**src/hdl/cifc_pkg.sv**
```systemverilog
// Shared types, constants and ID tables for the CAN ID class filter and cache.
package cifc_pkg;

    // Field widths
    localparam int ID_W      = 29;
    localparam int STD_W     = 11;
    localparam int DATA_W    = 64;
    localparam int CFG_IDX_W = 3;
    localparam int CFG_W     = 29;
    localparam int CNT_REG_W = 3;
    localparam int IN_W      = 96;
    localparam int OUT_W     = 8;

    // Parameter defaults
    localparam int CACHE_ENTRIES_DEF = 32;
    localparam int USER_ID_SLOTS_DEF = 6;

    // Configuration register indexes
    localparam logic [CFG_IDX_W-1:0] REG_BUS_SELECT = 3'd0;
    localparam logic [CFG_IDX_W-1:0] REG_USER_COUNT = 3'd1;
    localparam logic [CFG_IDX_W-1:0] REG_USER_BASE  = 3'd2;

    localparam logic [ID_W-1:0] PRIORITY_ID = 29'h18FF0800;

    // Frame classes
    typedef enum logic [1:0] {
        CLS_DROP       = 2'd0,
        CLS_FWD_CACHE  = 2'd1,
        CLS_FWD_ONLY   = 2'd2,
        CLS_CACHE_ONLY = 2'd3
    } frame_class_t;

    // Controller to datapath commands
    typedef struct packed {
        logic load_item;
        logic latch_class;
        logic rd_en;
        logic cache_wr;
        logic mark_full;
        logic load_result;
    } cifc_cmd_t;

    // Datapath to controller status
    typedef struct packed {
        logic want_cache;
        logic hit;
        logic last;
    } cifc_sts_t;

    // Lower-bus forward-only IDs
    localparam int LOWER_COUNT = 110;
    localparam logic [ID_W-1:0] LOWER_IDS [LOWER_COUNT] = '{
        29'h1CF23B21, 29'h1CF23F21, 29'h1CF21D21, 29'h1CF25E21, 29'h1CF22D21, 29'h1CF28B21,
        29'h1CF25C21, 29'h1CF25D21, 29'h1CF23A21, 29'h1CF24B21, 29'h1CF25C21,
        29'h1CF28C21, 29'h1CF40D21, 29'h1CF20F21, 29'h1CF21F21, 29'h1CF22F21, 29'h1CF29F21,
        29'h0CF00300, 29'h0CF00400, 29'h0CF0233D, 29'h18E00021, 29'h18F00A00, 29'h18F00E51,
        29'h18F00F52, 29'h18FCBD3D, 29'h18FD0700, 29'h18FD2000, 29'h18FD3E3D, 29'h18FD7C00,
        29'h18FD9BA3, 29'h18FDB200, 29'h18FE56A3, 29'h18FE563D, 29'h18FECA00, 29'h18ECFF00,
        29'h18EBFF00, 29'h18FEDF00, 29'h18FEDF3D, 29'h18FEE000, 29'h18FEE500, 29'h18FEE900,
        29'h18FEEE00, 29'h18FEEF00, 29'h18FEF100, 29'h18FEF200, 29'h18FEF500, 29'h18FEF600,
        29'h18FEFC17, 29'h18FEFF00, 29'h18FF1400, 29'h18FF203D, 29'h1FFFFFFF,
        29'h20F, 29'h21D, 29'h21E, 29'h21F, 29'h22A, 29'h22B, 29'h22C, 29'h22D, 29'h22E,
        29'h22F, 29'h23A, 29'h23B, 29'h23F, 29'h24B, 29'h24D, 29'h24E, 29'h24F, 29'h25A,
        29'h25C, 29'h25D, 29'h25E, 29'h25F, 29'h26A, 29'h28C, 29'h28D, 29'h29F, 29'h2BB,
        29'h2BC, 29'h2BD, 29'h2BE, 29'h2AB, 29'h2AC, 29'h2AD, 29'h2AE, 29'h2AF,
        29'h20A, 29'h20B, 29'h20C, 29'h20D, 29'h20E, 29'h21A, 29'h21B, 29'h21C, 29'h24A,
        29'h40A, 29'h40C, 29'h40D, 29'h41A, 29'h41B, 29'h41C, 29'h41D, 29'h42A, 29'h42B,
        29'h42C, 29'h46A, 29'h46B, 29'h46C, 29'h46D
    };

    // Upper-bus forward-only IDs
    localparam int UPPER_COUNT = 90;
    localparam logic [ID_W-1:0] UPPER_IDS [UPPER_COUNT] = '{
        29'h181, 29'h183, 29'h185, 29'h188, 29'h191, 29'h193, 29'h195, 29'h1A3, 29'h1B1,
        29'h1B2, 29'h1B3, 29'h1C3, 29'h1C5, 29'h1D1, 29'h1D5, 29'h1E3, 29'h1E9, 29'h1F3,
        29'h203, 29'h263, 29'h264, 29'h273, 29'h283, 29'h285, 29'h288, 29'h291, 29'h293,
        29'h295, 29'h2A3, 29'h2B3, 29'h2C3, 29'h2E3, 29'h2F3, 29'h343, 29'h35A, 29'h35B,
        29'h35C, 29'h35D, 29'h35E, 29'h35F, 29'h363, 29'h364, 29'h36A, 29'h36B, 29'h36C,
        29'h373, 29'h381, 29'h382, 29'h385, 29'h388, 29'h391, 29'h393, 29'h394, 29'h395,
        29'h3A1, 29'h3B3, 29'h3C3, 29'h3D3, 29'h3E3, 29'h3E4, 29'h3E5, 29'h3F3, 29'h3F5,
        29'h443, 29'h463, 29'h464, 29'h473, 29'h482, 29'h488, 29'h493, 29'h4A3, 29'h4B3,
        29'h4C1, 29'h4C3, 29'h4D3, 29'h4E3, 29'h4E4, 29'h4F3, 29'h504, 29'h50E, 29'h561,
        29'h562, 29'h564, 29'h565, 29'h571, 29'h572, 29'h573, 29'h574, 29'h575,
        29'h1FFFFFFE
    };

    // Constant-table membership: independent equality compares, OR-reduced
    function automatic logic lower_hit(input logic [ID_W-1:0] id);
        logic hit;
        hit = 1'b0;
        for (int i = 0; i < LOWER_COUNT; i++) begin
            hit = hit | (LOWER_IDS[i] == id);
        end
        return hit;
    endfunction

    function automatic logic upper_hit(input logic [ID_W-1:0] id);
        logic hit;
        hit = 1'b0;
        for (int i = 0; i < UPPER_COUNT; i++) begin
            hit = hit | (UPPER_IDS[i] == id);
        end
        return hit;
    endfunction

endpackage

```
**src/hdl/can_id_class_filter_cache.sv**
```systemverilog
// Top level of the CAN ID class filter with frame cache.
// Each received frame is classified in priority order: the fixed priority ID
// (forward and cache), the first user_id_count configured user IDs (cache
// only), then the selected bus's fixed ID table (forward only); anything else
// is dropped. Frames to be cached walk the cache from entry 0 and land in the
// first entry that holds the same ID or is empty; with no such entry the
// frame is not stored and cache_full is set. One item is handled at a time:
// a frame that is not cached passes through the classify and finish states;
// a cached frame also walks the single-port ID memory at one entry per cycle.
// The finish state waits while an unaccepted result is held. A finished
// result waits in the output register while the next item is taken in. The
// cache is empty right after reset; no clearing pass is needed.
module can_id_class_filter_cache #(
    parameter int CACHE_ENTRIES = cifc_pkg::CACHE_ENTRIES_DEF,
    parameter int USER_ID_SLOTS = cifc_pkg::USER_ID_SLOTS_DEF
) (
    input  logic                            clk,
    input  logic                            rst_n,
    // configuration
    input  logic                            cfg_we,
    input  logic [cifc_pkg::CFG_IDX_W-1:0]  cfg_index,
    input  logic [cifc_pkg::CFG_W-1:0]      cfg_data,
    // input items
    input  logic                            s_tvalid,
    output logic                            s_tready,
    input  logic [cifc_pkg::IN_W-1:0]       s_tdata,  // id_is_extended, frame_id, frame_data
    // result items
    output logic                            m_tvalid,
    input  logic                            m_tready,
    output logic [cifc_pkg::OUT_W-1:0]      m_tdata   // frame_class, forward, cache_written,
                                                      // cache_full
);

    localparam int IDX_W = (CACHE_ENTRIES > 1) ? $clog2(CACHE_ENTRIES) : 1;

    cifc_pkg::cifc_cmd_t  cmd;
    cifc_pkg::cifc_sts_t  sts;
    logic [IDX_W-1:0]     rd_addr;

    cifc_ctrl #(
        .CACHE_ENTRIES (CACHE_ENTRIES),
        .IDX_W         (IDX_W)
    ) u_ctrl (
        .clk      (clk),
        .rst_n    (rst_n),
        .s_tvalid (s_tvalid),
        .s_tready (s_tready),
        .m_tvalid (m_tvalid),
        .m_tready (m_tready),
        .cmd      (cmd),
        .rd_addr  (rd_addr),
        .sts      (sts)
    );

    cifc_datapath #(
        .CACHE_ENTRIES (CACHE_ENTRIES),
        .USER_ID_SLOTS (USER_ID_SLOTS),
        .IDX_W         (IDX_W)
    ) u_dp (
        .clk       (clk),
        .rst_n     (rst_n),
        .cfg_we    (cfg_we),
        .cfg_index (cfg_index),
        .cfg_data  (cfg_data),
        .s_tdata   (s_tdata),
        .m_tdata   (m_tdata),
        .cmd       (cmd),
        .rd_addr   (rd_addr),
        .sts       (sts)
    );

endmodule

```
**src/hdl/cifc_ctrl.sv**
```systemverilog
// Controller state machine: sequences classification, cache walk and result hand-off.
module cifc_ctrl #(
    parameter int CACHE_ENTRIES = cifc_pkg::CACHE_ENTRIES_DEF,
    parameter int IDX_W = (CACHE_ENTRIES > 1) ? $clog2(CACHE_ENTRIES) : 1
) (
    input  logic                clk,
    input  logic                rst_n,
    input  logic                s_tvalid,
    output logic                s_tready,
    output logic                m_tvalid,
    input  logic                m_tready,
    output cifc_pkg::cifc_cmd_t cmd,
    output logic [IDX_W-1:0]    rd_addr,
    input  cifc_pkg::cifc_sts_t sts
);

    localparam int CNT_W = $clog2(CACHE_ENTRIES + 1);

    typedef enum logic [1:0] {
        ST_IDLE,
        ST_CLASSIFY,
        ST_WALK,
        ST_FINISH
    } state_t;

    state_t             state_reg, state_next;
    logic [CNT_W-1:0]   rd_idx_reg, rd_idx_next;
    logic               out_valid_reg, out_valid_next;

    // Next-state and command logic
    always_comb
    begin
        state_next     = state_reg;
        rd_idx_next    = rd_idx_reg;
        cmd            = '0;
        unique case (state_reg)
            ST_IDLE:
            begin
                if (s_tvalid)
                begin
                    cmd.load_item = 1'b1;
                    state_next    = ST_CLASSIFY;
                end
            end
            ST_CLASSIFY:
            begin
                cmd.latch_class = 1'b1;
                rd_idx_next     = '0;
                state_next      = sts.want_cache ? ST_WALK : ST_FINISH;
            end
            ST_WALK:
            begin
                // one read issued per cycle, compared when its registered data returns
                if (rd_idx_reg < CNT_W'(CACHE_ENTRIES))
                begin
                    cmd.rd_en   = 1'b1;
                    rd_idx_next = rd_idx_reg + CNT_W'(1);
                end
                priority if (sts.hit)
                begin
                    cmd.cache_wr = 1'b1;
                    state_next   = ST_FINISH;
                end
                else if (sts.last)
                begin
                    cmd.mark_full = 1'b1;
                    state_next    = ST_FINISH;
                end
            end
            ST_FINISH:
            begin
                if (!out_valid_reg || m_tready)
                begin
                    cmd.load_result = 1'b1;
                    state_next      = ST_IDLE;
                end
            end
            default:
            begin
                state_next = ST_IDLE;
            end
        endcase

        // output register valid
        if (cmd.load_result)
        begin
            out_valid_next = 1'b1;
        end
        else if (m_tready)
        begin
            out_valid_next = 1'b0;
        end
        else
        begin
            out_valid_next = out_valid_reg;
        end
    end

    // State and registered outputs
    always_ff @(posedge clk or negedge rst_n)
    begin
        if (!rst_n)
        begin
            state_reg     <= ST_IDLE;
            rd_idx_reg    <= '0;
            out_valid_reg <= 1'b0;
        end
        else
        begin
            state_reg     <= state_next;
            rd_idx_reg    <= rd_idx_next;
            out_valid_reg <= out_valid_next;
        end
    end

    assign s_tready = (state_reg == ST_IDLE);
    assign m_tvalid = out_valid_reg;
    assign rd_addr  = rd_idx_reg[IDX_W-1:0];

endmodule

```
**src/hdl/cifc_datapath.sv**
```systemverilog
// Datapath: item and config registers, ID classification, cache memories, result register.
module cifc_datapath #(
    parameter int CACHE_ENTRIES = cifc_pkg::CACHE_ENTRIES_DEF,
    parameter int USER_ID_SLOTS = cifc_pkg::USER_ID_SLOTS_DEF,
    parameter int IDX_W = (CACHE_ENTRIES > 1) ? $clog2(CACHE_ENTRIES) : 1
) (
    input  logic                             clk,
    input  logic                             rst_n,
    input  logic                             cfg_we,
    input  logic [cifc_pkg::CFG_IDX_W-1:0]   cfg_index,
    input  logic [cifc_pkg::CFG_W-1:0]       cfg_data,
    input  logic [cifc_pkg::IN_W-1:0]        s_tdata,
    output logic [cifc_pkg::OUT_W-1:0]       m_tdata,
    input  cifc_pkg::cifc_cmd_t              cmd,
    input  logic [IDX_W-1:0]                 rd_addr,
    output cifc_pkg::cifc_sts_t              sts
);

    localparam int USR_DEPTH = (USER_ID_SLOTS > 0) ? USER_ID_SLOTS : 1;

    // Configuration
    logic                                 bus_select_reg;
    logic [cifc_pkg::CNT_REG_W-1:0]       user_count_reg;
    logic [cifc_pkg::ID_W-1:0]            user_id_reg [USR_DEPTH];

    // Current item
    logic [cifc_pkg::ID_W-1:0]            id_reg;
    logic [cifc_pkg::DATA_W-1:0]          data_reg;

    // Classification
    cifc_pkg::frame_class_t               class_comb, class_reg;
    logic [cifc_pkg::CNT_REG_W-1:0]       user_n;
    logic                                 user_hit;
    logic                                 rom_hit;

    // Cache storage and walk pipeline
    logic [cifc_pkg::ID_W-1:0]            id_mem  [CACHE_ENTRIES];
    logic [cifc_pkg::DATA_W-1:0]          pay_mem [CACHE_ENTRIES];
    logic [CACHE_ENTRIES-1:0]             valid_reg;
    logic [cifc_pkg::ID_W-1:0]            rd_id_reg;
    logic                                 rd_ent_vld_reg;
    logic [IDX_W-1:0]                     rd_addr_reg;
    logic                                 rd_issued_reg;
    logic [cifc_pkg::ID_W-1:0]            rd_entry;

    // Result flags and output register
    logic                                 wr_flag_reg;
    logic                                 full_flag_reg;
    cifc_pkg::frame_class_t               res_class_reg;
    logic                                 res_fwd_reg;
    logic                                 res_wr_reg;
    logic                                 res_full_reg;

    // Config register writes
    always_ff @(posedge clk or negedge rst_n)
    begin
        if (!rst_n)
        begin
            bus_select_reg <= 1'b0;
            user_count_reg <= '0;
            for (int i = 0; i < USR_DEPTH; i++)
            begin
                user_id_reg[i] <= '0;
            end
        end
        else if (cfg_we)
        begin
            if (cfg_index == cifc_pkg::REG_BUS_SELECT)
            begin
                bus_select_reg <= cfg_data[0];
            end
            if (cfg_index == cifc_pkg::REG_USER_COUNT)
            begin
                user_count_reg <= cfg_data[cifc_pkg::CNT_REG_W-1:0];
            end
            for (int i = 0; i < USER_ID_SLOTS; i++)
            begin
                if (cfg_index == cifc_pkg::REG_USER_BASE + cifc_pkg::CFG_IDX_W'(i))
                begin
                    user_id_reg[i] <= cfg_data;
                end
            end
        end
    end

    // Item capture; standard IDs keep the low 11 bits
    always_ff @(posedge clk)
    begin
        if (cmd.load_item)
        begin
            if (s_tdata[0])
            begin
                id_reg <= s_tdata[cifc_pkg::ID_W:1];
            end
            else
            begin
                id_reg <= {{(cifc_pkg::ID_W - cifc_pkg::STD_W){1'b0}},
                           s_tdata[cifc_pkg::STD_W:1]};
            end
            data_reg <= s_tdata[cifc_pkg::ID_W + cifc_pkg::DATA_W:cifc_pkg::ID_W + 1];
        end
    end

    // Classification: priority ID, then user slots, then bus ROM table
    always_comb
    begin
        user_n = (user_count_reg > cifc_pkg::CNT_REG_W'(USER_ID_SLOTS))
               ? cifc_pkg::CNT_REG_W'(USER_ID_SLOTS) : user_count_reg;
        user_hit = 1'b0;
        for (int i = 0; i < USER_ID_SLOTS; i++)
        begin
            if ((cifc_pkg::CNT_REG_W'(i) < user_n) && (user_id_reg[i] == id_reg))
            begin
                user_hit = 1'b1;
            end
        end
        rom_hit = bus_select_reg ? cifc_pkg::upper_hit(id_reg) : cifc_pkg::lower_hit(id_reg);
        priority if (id_reg == cifc_pkg::PRIORITY_ID)
        begin
            class_comb = cifc_pkg::CLS_FWD_CACHE;
        end
        else if (user_hit)
        begin
            class_comb = cifc_pkg::CLS_CACHE_ONLY;
        end
        else if (rom_hit)
        begin
            class_comb = cifc_pkg::CLS_FWD_ONLY;
        end
        else
        begin
            class_comb = cifc_pkg::CLS_DROP;
        end
    end

    always_ff @(posedge clk)
    begin
        if (cmd.latch_class)
        begin
            class_reg <= class_comb;
        end
    end

    // Cache memories: one write port, one registered read port
    always_ff @(posedge clk)
    begin
        if (cmd.cache_wr)
        begin
            id_mem[rd_addr_reg]  <= id_reg;
            pay_mem[rd_addr_reg] <= data_reg;
        end
        rd_id_reg      <= id_mem[rd_addr];
        rd_ent_vld_reg <= valid_reg[rd_addr];
        rd_addr_reg    <= rd_addr;
    end

    // Entry valid bits and walk control
    always_ff @(posedge clk or negedge rst_n)
    begin
        if (!rst_n)
        begin
            valid_reg     <= '0;
            rd_issued_reg <= 1'b0;
            wr_flag_reg   <= 1'b0;
            full_flag_reg <= 1'b0;
        end
        else
        begin
            rd_issued_reg <= cmd.rd_en;
            if (cmd.cache_wr)
            begin
                valid_reg[rd_addr_reg] <= 1'b1;
            end
            if (cmd.latch_class)
            begin
                wr_flag_reg   <= 1'b0;
                full_flag_reg <= 1'b0;
            end
            else
            begin
                if (cmd.cache_wr)
                begin
                    wr_flag_reg <= 1'b1;
                end
                if (cmd.mark_full)
                begin
                    full_flag_reg <= 1'b1;
                end
            end
        end
    end

    // Unwritten entries read as empty
    assign rd_entry = rd_ent_vld_reg ? rd_id_reg : '0;

    assign sts.want_cache = (class_comb == cifc_pkg::CLS_FWD_CACHE)
                         || (class_comb == cifc_pkg::CLS_CACHE_ONLY);
    assign sts.hit  = rd_issued_reg && ((rd_entry == id_reg) || (rd_entry == '0));
    assign sts.last = rd_issued_reg && (rd_addr_reg == IDX_W'(CACHE_ENTRIES - 1));

    // Result register
    always_ff @(posedge clk)
    begin
        if (cmd.load_result)
        begin
            res_class_reg <= class_reg;
            res_fwd_reg   <= (class_reg == cifc_pkg::CLS_FWD_CACHE)
                          || (class_reg == cifc_pkg::CLS_FWD_ONLY);
            res_wr_reg    <= wr_flag_reg;
            res_full_reg  <= full_flag_reg;
        end
    end

    assign m_tdata = {3'b000, res_full_reg, res_wr_reg, res_fwd_reg, res_class_reg};

endmodule

```
**config.mk**
```make
export PLATFORM = sky130hd
export DESIGN_NAME = can_id_class_filter_cache
export DESIGN_NICKNAME = d
export VERILOG_FILES = /design/src/hdl/cifc_pkg.sv /design/src/hdl/can_id_class_filter_cache.sv /design/src/hdl/cifc_ctrl.sv /design/src/hdl/cifc_datapath.sv
export SDC_FILE = /design/constraint.sdc
export NUM_CORES = 1
export LEC_CHECK = 0
export BUFFER_PORTS_ARGS = -buffer_cell sky130_fd_sc_hd__buf_2
export CAP_MARGIN = 20
export CORE_MARGIN = 4
export CORE_UTILIZATION = 55
export DETAILED_ROUTE_END_ITERATION = 6
export GPL_ROUTABILITY_DRIVEN = 0
export GPL_TIMING_DRIVEN = 0
export PLACE_DENSITY = 0.7
export SYNTH_ARGS = -nofsm -noshare
export SYNTH_HDL_FRONTEND = slang
export SYNTH_SLANG_ARGS = --single-unit
```
**constraint.sdc**
```tcl
create_clock -name clk -period 10.3 [get_ports clk]
set_input_delay 2.06 -clock clk [delete_from_list [all_inputs] [get_ports clk]]
set_output_delay 2.06 -clock clk [all_outputs]
set_load 0.005 [all_outputs]
```
==> results.md, run 1 <==
- Status: complete, but fails checks
- Failing checks: DRC
- Pin count of the biggest net entering global routing: between 90 and 100
- Final core occ: between 60% and 70%
- Depth of the worst register-to-register path: 13
- H-tree lvl count: 3
- IO buf count: between 70 and 80
- Synth Area per Inst: 16.0 um^2
- Maxcap violations: 0
- Seq/Total Area, Yosys: between 60 and 70%
- HP Class: reg2reg
- Area Overhead vs Synth: 14.8%
- Worst-path clk slew: 0.06 ns
- Latest clock arrival within the worst-skew pair: 0.72 ns
- Cells on Worst Hold Path: 0
- Tcrit/Tclk final: 49.4%
- Sink Count: approximately 1,200
- Initial antenna violation count: 2
- CP Max Fanout: 22
- Synthesized instance count: ~3,200
- WL per Instance: between 30 and 40 um
- Clock buffer depth: 3
- First-pass DRT Iterations: 7
- CP Capture Type: flop
- Startpoint Class: flop
- Routed vias/inst: roughly 6.5
- Fraction of synthesis flops using an asynchronous set or reset pin: between 10% and 20%
- Die width: 313 um
- Core area: 91,900 um^2
- CTS root buffer: clkbuf_16
- Ports: between 100 and 150
- WL final: ~150,000 um
- Final setup violation count: 0
- Worst VDD drop: approximately 0.00018 V
- Die footprint: 97,900 um^2
- Largest register FFs: approximately 930
- Ys Warns: 0
- Fin. max-slew vios: 0
- RR Startpoint: u_dp.id_reg[21]$_SDFFCE_PN0P_
- Yosys reg bits: roughly 1,200
- Crit Path Class: reg2reg
- Cells resized by post-CTS repair: 0
- Via count: about 31,000
- Post-synth EDFFs: 964
- First-pass GRT wire length: 210,000 um
- Vias in the first global route: approximately 31,000
- GR Util All Layers: 29.3%
- R2r setup slk: between 5 and 6 ns
- Hold Path End: u_dp.rd_addr_reg[4]$_DFF_P_
- Cell Rows: between 100 and 150
- RSZ-0062 raised after global routing: no
- Critical Path RT: 10.70 ns
- Mapped Area: 51,100 um^2
- Share of cells above drive strength 1: 22.6%
- Number of diodes: 0
- Slew @ Worst Pin: 1.12 ns
- Max frequency: roughly 200 MHz
- DRT antenna net count: 0
- Setup TNS: 0 ns
- Hold_sp: u_ctrl.rd_idx_reg[4]$_DFFE_PN0P_
- DRC viols: around 160
- GRT overflow: 0
- CTS tree: done
- Hold_buf cts: 0
- # nets final: 3,597
- Crit path DAT: roughly 5.5 ns
- Fin. Hold Viols: 0
- Dpl hpwl: about 99,000 um
- Post-CTS setup buffers: 0
- Num CTS Buffers: 120
- Reg-to-Reg End: u_dp.id_mem[11][11]$_DFFE_PP_
- P per Cell Area: about 240 nW/um^2
- Top_reg_cell synth: edfxtp_1
- Chip height: 313 um
- Final setup skew: ~0.051 ns
- Rel. slew slack: 25.6%
- First DRT Iteration DRCs: ~5,200
- Final min period: between 5 and 6 ns
- Leakage: roughly 0.020 uW
- Hold Slack: 0.367 ns
- Distinct cells, synth: 79
- Starting Density: ~56%
Yosys cell counts, types with 5 or more instances:
master	instances	area, um^2
a311oi_1	5	43.8
nand2_1	170	638
ha_1	5	62.6
and2_1	30	188
a32oi_1	8	70.1
a21oi_1	108	541
a31oi_1	8	50.1
xnor2_1	80	701
dfxtp_1	35	701
o221ai_1	92	806
xor2_1	106	928
o22ai_1	42	263
o2111ai_1	6	52.6
nor3b_1	7	52.6
o21bai_1	22	165
mux2_2	240	2700
dfrtp_1	222	5560
nor2_4	6	67.6
nor4b_1	5	43.8
mux4_2	120	2700
o32ai_1	5	43.8
a22oi_1	10	75.1
edfxtp_1	964	28900
and3_1	5	31.3
clkbuf_1	95	357
mux2i_1	184	1840
o41ai_1	5	43.8
nand3_1	32	160
nand2b_1	20	125
a21o_1	8	60.1
or4_1	5	37.5
or3_1	6	37.5
buf_2	63	315
buf_1	33	124
nor3_1	30	150
a21boi_0	7	52.6
buf_4	12	90.1
nor2b_1	29	181
nor4_1	44	275
inv_1	17	63.8
nor2_1	59	221
o21ai_0	121	606
nand4_1	45	282
nand3b_1	11	82.6
worst max-delay path: stages, from the launching register on:
cell and delay, ns:
edfxtp_1 0.64, buf_16 0.27, buf_2 0.26, a21boi_1 0.19, a2111oi_2 0.30, nand4_1 0.19, a211oi_1 0.36, a31oi_1 0.34
nor2b_1 0.34, nand3_1 0.30, clkbuf_1 0.42, buf_8 0.28, nor2_4 0.58, buf_16 0.25
cells by family (layout without fill, tap and decap cells):
kind of cell	Yosys count	in the layout	share of synthesized area [%]
XOR/XNOR	186	186	3.19
multiplexers	544	544	14.2
buffers and inverters	223	588	1.94
other	1	3	0.00734
adder cells (fa/ha/maj)	5	5	0.122
AO/OA/AOI/OAI	484	484	6.29
flip-flops	1221	1221	68.9
AND/OR/NAND/NOR	526	526	5.40
per-stage QoR:
stage	cell area, um^2	setup slack, ns	instances	power [uW]
after floorplan	51100	5.90	3192	8340
after global placement	53000	2.69	4508	9560
after detailed placement	54600	5.13	4569	9780
after CTS	58500	5.04	4789	14100
after global routing	58700	5.10	4800	14600
final	58700	5.21	4800	14100
placed cells by master, fill, tap and decap left out, types with 80 or more instances in the layout:
master,count
o221ai_1,92
mux4_2,120
clkbuf_1,123
nand2_1,170
xnor2_1,80
o21ai_0,121
mux2_2,240
clkbuf_16,122
buf_2,136
xor2_1,106
mux2i_1,184
edfxtp_1,964
dfrtp_1,222
a21oi_1,108
worst max-delay path by stage:
stage	slack (ns)	cells after the start	endpoint	startpoint
floorplan	5.90	7	u_dp.id_mem[31][0]$_DFFE_PP_	u_dp.id_reg[23]$_SDFFCE_PN0P_
global placement	2.69	7	u_dp.valid_reg[31]$_DFFE_PN0P_	u_dp.id_reg[15]$_SDFFCE_PN0P_
detailed placement	5.13	10	u_dp.id_mem[19][14]$_DFFE_PP_	u_dp.id_reg[4]$_DFFE_PP_
CTS	5.04	10	u_dp.id_mem[19][28]$_DFFE_PP_	u_dp.id_reg[4]$_DFFE_PP_
global route	5.10	12	u_dp.id_mem[15][12]$_DFFE_PP_	u_dp.id_reg[0]$_DFFE_PP_
finish	5.21	13	u_dp.id_mem[11][11]$_DFFE_PP_	u_dp.id_reg[21]$_SDFFCE_PN0P_
power by group:
part           internal, uW  switching, uW  leakage (uW)
logic                  1440           2270       0.00620
registers              5760            345        0.0117
clock network          2470           1860       0.00191
total                  9670           4480        0.0198
layout make-up:
cell class	count	area, um^2
clock buffers	157	3250
clock inverters	63	639
well taps	1243	1560
inverters	17	63.8
flip-flops and latches	1221	35200
plain buffers	206	928
multi-input cells	1748	15100
repair buffers	145	1960
fillers	6401	33300
layer usage:
metal	track usage (%)	vias to the layer above	part of all wire (%)
li1	-	13000	-
met1	41.0	15900	38
met2	45.8	2118	46
met3	6.39	407	11
met4	10.5	0	4.0
met5	0	-	0
Power figures use the tool's default switching activity.
==> run 2: changes to the inputs <==
- clock period: 10.3 -> 5 ns (I/O delays scaled with it)
==> results.md, run 2 (same netlist as run 1, synthesis figures left out) <==
- Startpoint Class: flop (unchanged)
- Reg-to-Reg End: u_dp.id_mem[14][9]$_DFFE_PP_ (was u_dp.id_mem[11][11]$_DFFE_PP_)
- Final Non-Filler Cells: 4,807 (was 4,800)
- Core area: 91,900 um^2 (unchanged)
- GR Util All Layers: 29.5% (was 29.3%)
- Fin. max-slew vios: 0 (unchanged)
- IO buf count: 73 (unchanged)
- GRT overflow: 0 (unchanged)
- Cell Rows: 111 (unchanged)
- Hold Slack: 0.187 ns (was 0.367 ns)
- Max layer used: met4 (unchanged)
- Final min period: 4.94 ns (was 5.09 ns)
- Vias in the first global route: 31,300 (was 31,200)
- Status: complete, but fails checks (unchanged)
- Worst stage delay on the critical path: 0.65 ns (was 0.64 ns)
- Post-layout total power: 29,200 uW (was 14,100 uW)
- Initial antenna violation count: 2 (unchanged)
- Area Overhead vs Synth: 14.9% (was 14.8%)
- WL final: 147,000 um (was 145,000 um)
- RR Startpoint: u_dp.id_reg[21]$_SDFFCE_PN0P_ (unchanged)
- H-tree lvl count: 3 (unchanged)
- CP Capture Type: flop (unchanged)
- R2r setup slk: 0.06 ns (was 5.21 ns)
- Critical Path RT: 5.40 ns (was 10.70 ns)
- Routed vias/inst: 6.57 (was 6.55)
- Top cell by count, worst path: buf_16 (unchanged)
- Share of cells above drive strength 1: 22.8% (was 22.6%)
- Final Worst Setup Slack: 0.0584 ns (was 5.21 ns)
- Crit path DAT: 5.34 ns (was 5.49 ns)
- Maxcap violations: 0 (unchanged)
- Depth of the worst register-to-register path: 13 (unchanged)
- Die footprint: 97,900 um^2 (unchanged)
- Ports: 143 (unchanged)
- Die width: 313 um (unchanged)
- Most common cell after layout, fill and taps aside: edfxtp_1 (unchanged)
- Failing checks: DRC (unchanged)
- Worst VDD drop: 0.000368 V (was 0.000175 V)
- Worst-path clk slew: 0.06 ns (about the same)
- Clock buffer depth: 3 (unchanged)
- Dpl hpwl: 99,300 um (unchanged)
- DRC viols: 171 (was 155)
- Worst path cell trace: buf_16, buf_2, a21boi_1, a2111oi_2, nand4_1, a211oi_1, a31oi_1, nor2b_1, nand3b_1, clkbuf_1, buf_8, nor2_4, buf_16 (was buf_16, buf_2, a21boi_1, a2111oi_2, nand4_1, a211oi_1, a31oi_1, nor2b_1, nand3_1, clkbuf_1, buf_8, nor2_4, buf_16)
- WL met2: 68,000 um (was 67,200 um)
- Number of diodes: 0 (unchanged)
- Starting Density: 55.6% (unchanged)
- Max frequency: 202 MHz (was 196 MHz)
- Metal-1 WL: 56,400 um (was 55,700 um)
- CP Max Fanout: 22 (unchanged)
- First-pass GRT wire length: 211,000 um (was 210,000 um)
- Pre-CTS setup slack: -0.171 ns (was 5.13 ns)
- Hold_buf cts: 0 (unchanged)
- DRT antenna net count: 0 (unchanged)
- Fill cells: 6,400 (was 6,401)
- Latest clock arrival within the worst-skew pair: 0.72 ns (about the same)
- P per Cell Area: 497 nW/um^2 (was 241 nW/um^2)
- Most frequent cells in the layout: 964 x edfxtp_1, 240 x mux2_2, 222 x dfrtp_1, 184 x mux2i_1, 170 x nand2_1 (unchanged)
- # nets final: 3,604 (was 3,597)
- Fin. Hold Viols: 0 (unchanged)
- First DRT Iteration DRCs: 5,054 (was 5,202)
- Final setup skew: 0.0522 ns (was 0.0506 ns)
- Critical Path Slowest Stage Cell: edfxtp_1 (unchanged)
- CTS root buffer: clkbuf_16 (unchanged)
- Sink Count: 1,221 (unchanged)
- Placed Cells incl. Taps: 4,569 (unchanged)
- CTS tree: done (unchanged)
- Rel. slew slack: 24.6% (was 25.6%)
- Num CTS Buffers: 120 (unchanged)
- Tcrit/Tclk final: 98.8% (was 49.4%)
- WL per Instance: 30.5 um (was 30.3 um)
- Final setup violation count: 0 (unchanged)
- RSZ-0062 raised after global routing: no (unchanged)
- Leakage: 0.0198 uW (about the same)
- Via count: 31,600 (was 31,400)
- Pin count of the biggest net entering global routing: 92 (unchanged)
- Slew @ Worst Pin: 1.13 ns (was 1.12 ns)
- Largest register FFs: 928 (unchanged)
- Met3 wire len: 16,300 um (was 16,400 um)
- Crit Path Class: reg2reg (unchanged)
- First-pass DRT Iterations: 7 (unchanged)
- Chip height: 313 um (unchanged)
- HP Class: in2async (was reg2reg)
-- run 2: per-layer routing --
layer	track usage [%]	vias to the layer above
met3	6.35	425
met1	41.3	16000
met2	46.4	2085
met5	0	-
met4	10.6	0
li1	-	13000
-- run 2: cell type report --
cell class | instances | area, um^2 | area share, %
plain buffers | 206 | 928 | 1.58
clock buffers | 157 | 3250 | 5.53
clock inverters | 63 | 639 | 1.09
inverters | 17 | 63.8 | 0.109
multi-input cells | 1748 | 15100 | 25.7
flip-flops and latches | 1221 | 35200 | 60.0
well taps | 1243 | 1560 | 2.65
repair buffers | 152 | 2000 | 3.41
-- run 2: timing repair --
action,4_1_cts,5_1_grt
setup buffers,6,6
gates resized for setup,0,0
pin swaps,0,2
setup endpoints to repair,186,36
-- run 2: worst max path at each step --
stage                                  startpoint                             end  depth (start not counted)
finish              u_dp.id_reg[21]$_SDFFCE_PN0P_    u_dp.id_mem[14][9]$_DFFE_PP_                         13
global route        u_dp.id_reg[21]$_SDFFCE_PN0P_    u_dp.id_mem[14][9]$_DFFE_PP_                         13
CTS                 u_dp.id_reg[21]$_SDFFCE_PN0P_   u_dp.id_mem[19][28]$_DFFE_PP_                         12
detailed placement       u_dp.id_reg[4]$_DFFE_PP_   u_dp.id_mem[19][14]$_DFFE_PP_                         10
global placement    u_dp.id_reg[15]$_SDFFCE_PN0P_  u_dp.valid_reg[31]$_DFFE_PN0P_                          7
floorplan           u_dp.id_reg[23]$_SDFFCE_PN0P_    u_dp.id_mem[31][0]$_DFFE_PP_                          7
-- run 2: worst max-delay path: cells and delay by family, from the launching register on --
| kind | cells | cell delay [ns] |
|---|---|---|
| DFF | 1 | 0.65 |
| and+or+nand+nor | 4 | 1.44 |
| buffers and inverters | 5 | 1.25 |
| AOI/OAI and AO/OA | 4 | 1.19 |
-- run 2: power breakdown --
part           switching, uW  internal [uW]
combinational           4710           2970
clock                   3830           5090
sequential               710          11900
-- run 2: stage by stage --
stage | instance area [um^2] | util [%] | setup TNS, ns
3_3_place_gp | 53000 | 57.7 | -1285.73
5_1_grt | 58700 | 63.9 | 0
3_5_place_dp | 54600 | 59.4 | -9.30
2_1_floorplan | 51100 | - | 0
6_report | 58700 | 63.9 | 0
4_1_cts | 58600 | 63.7 | 0
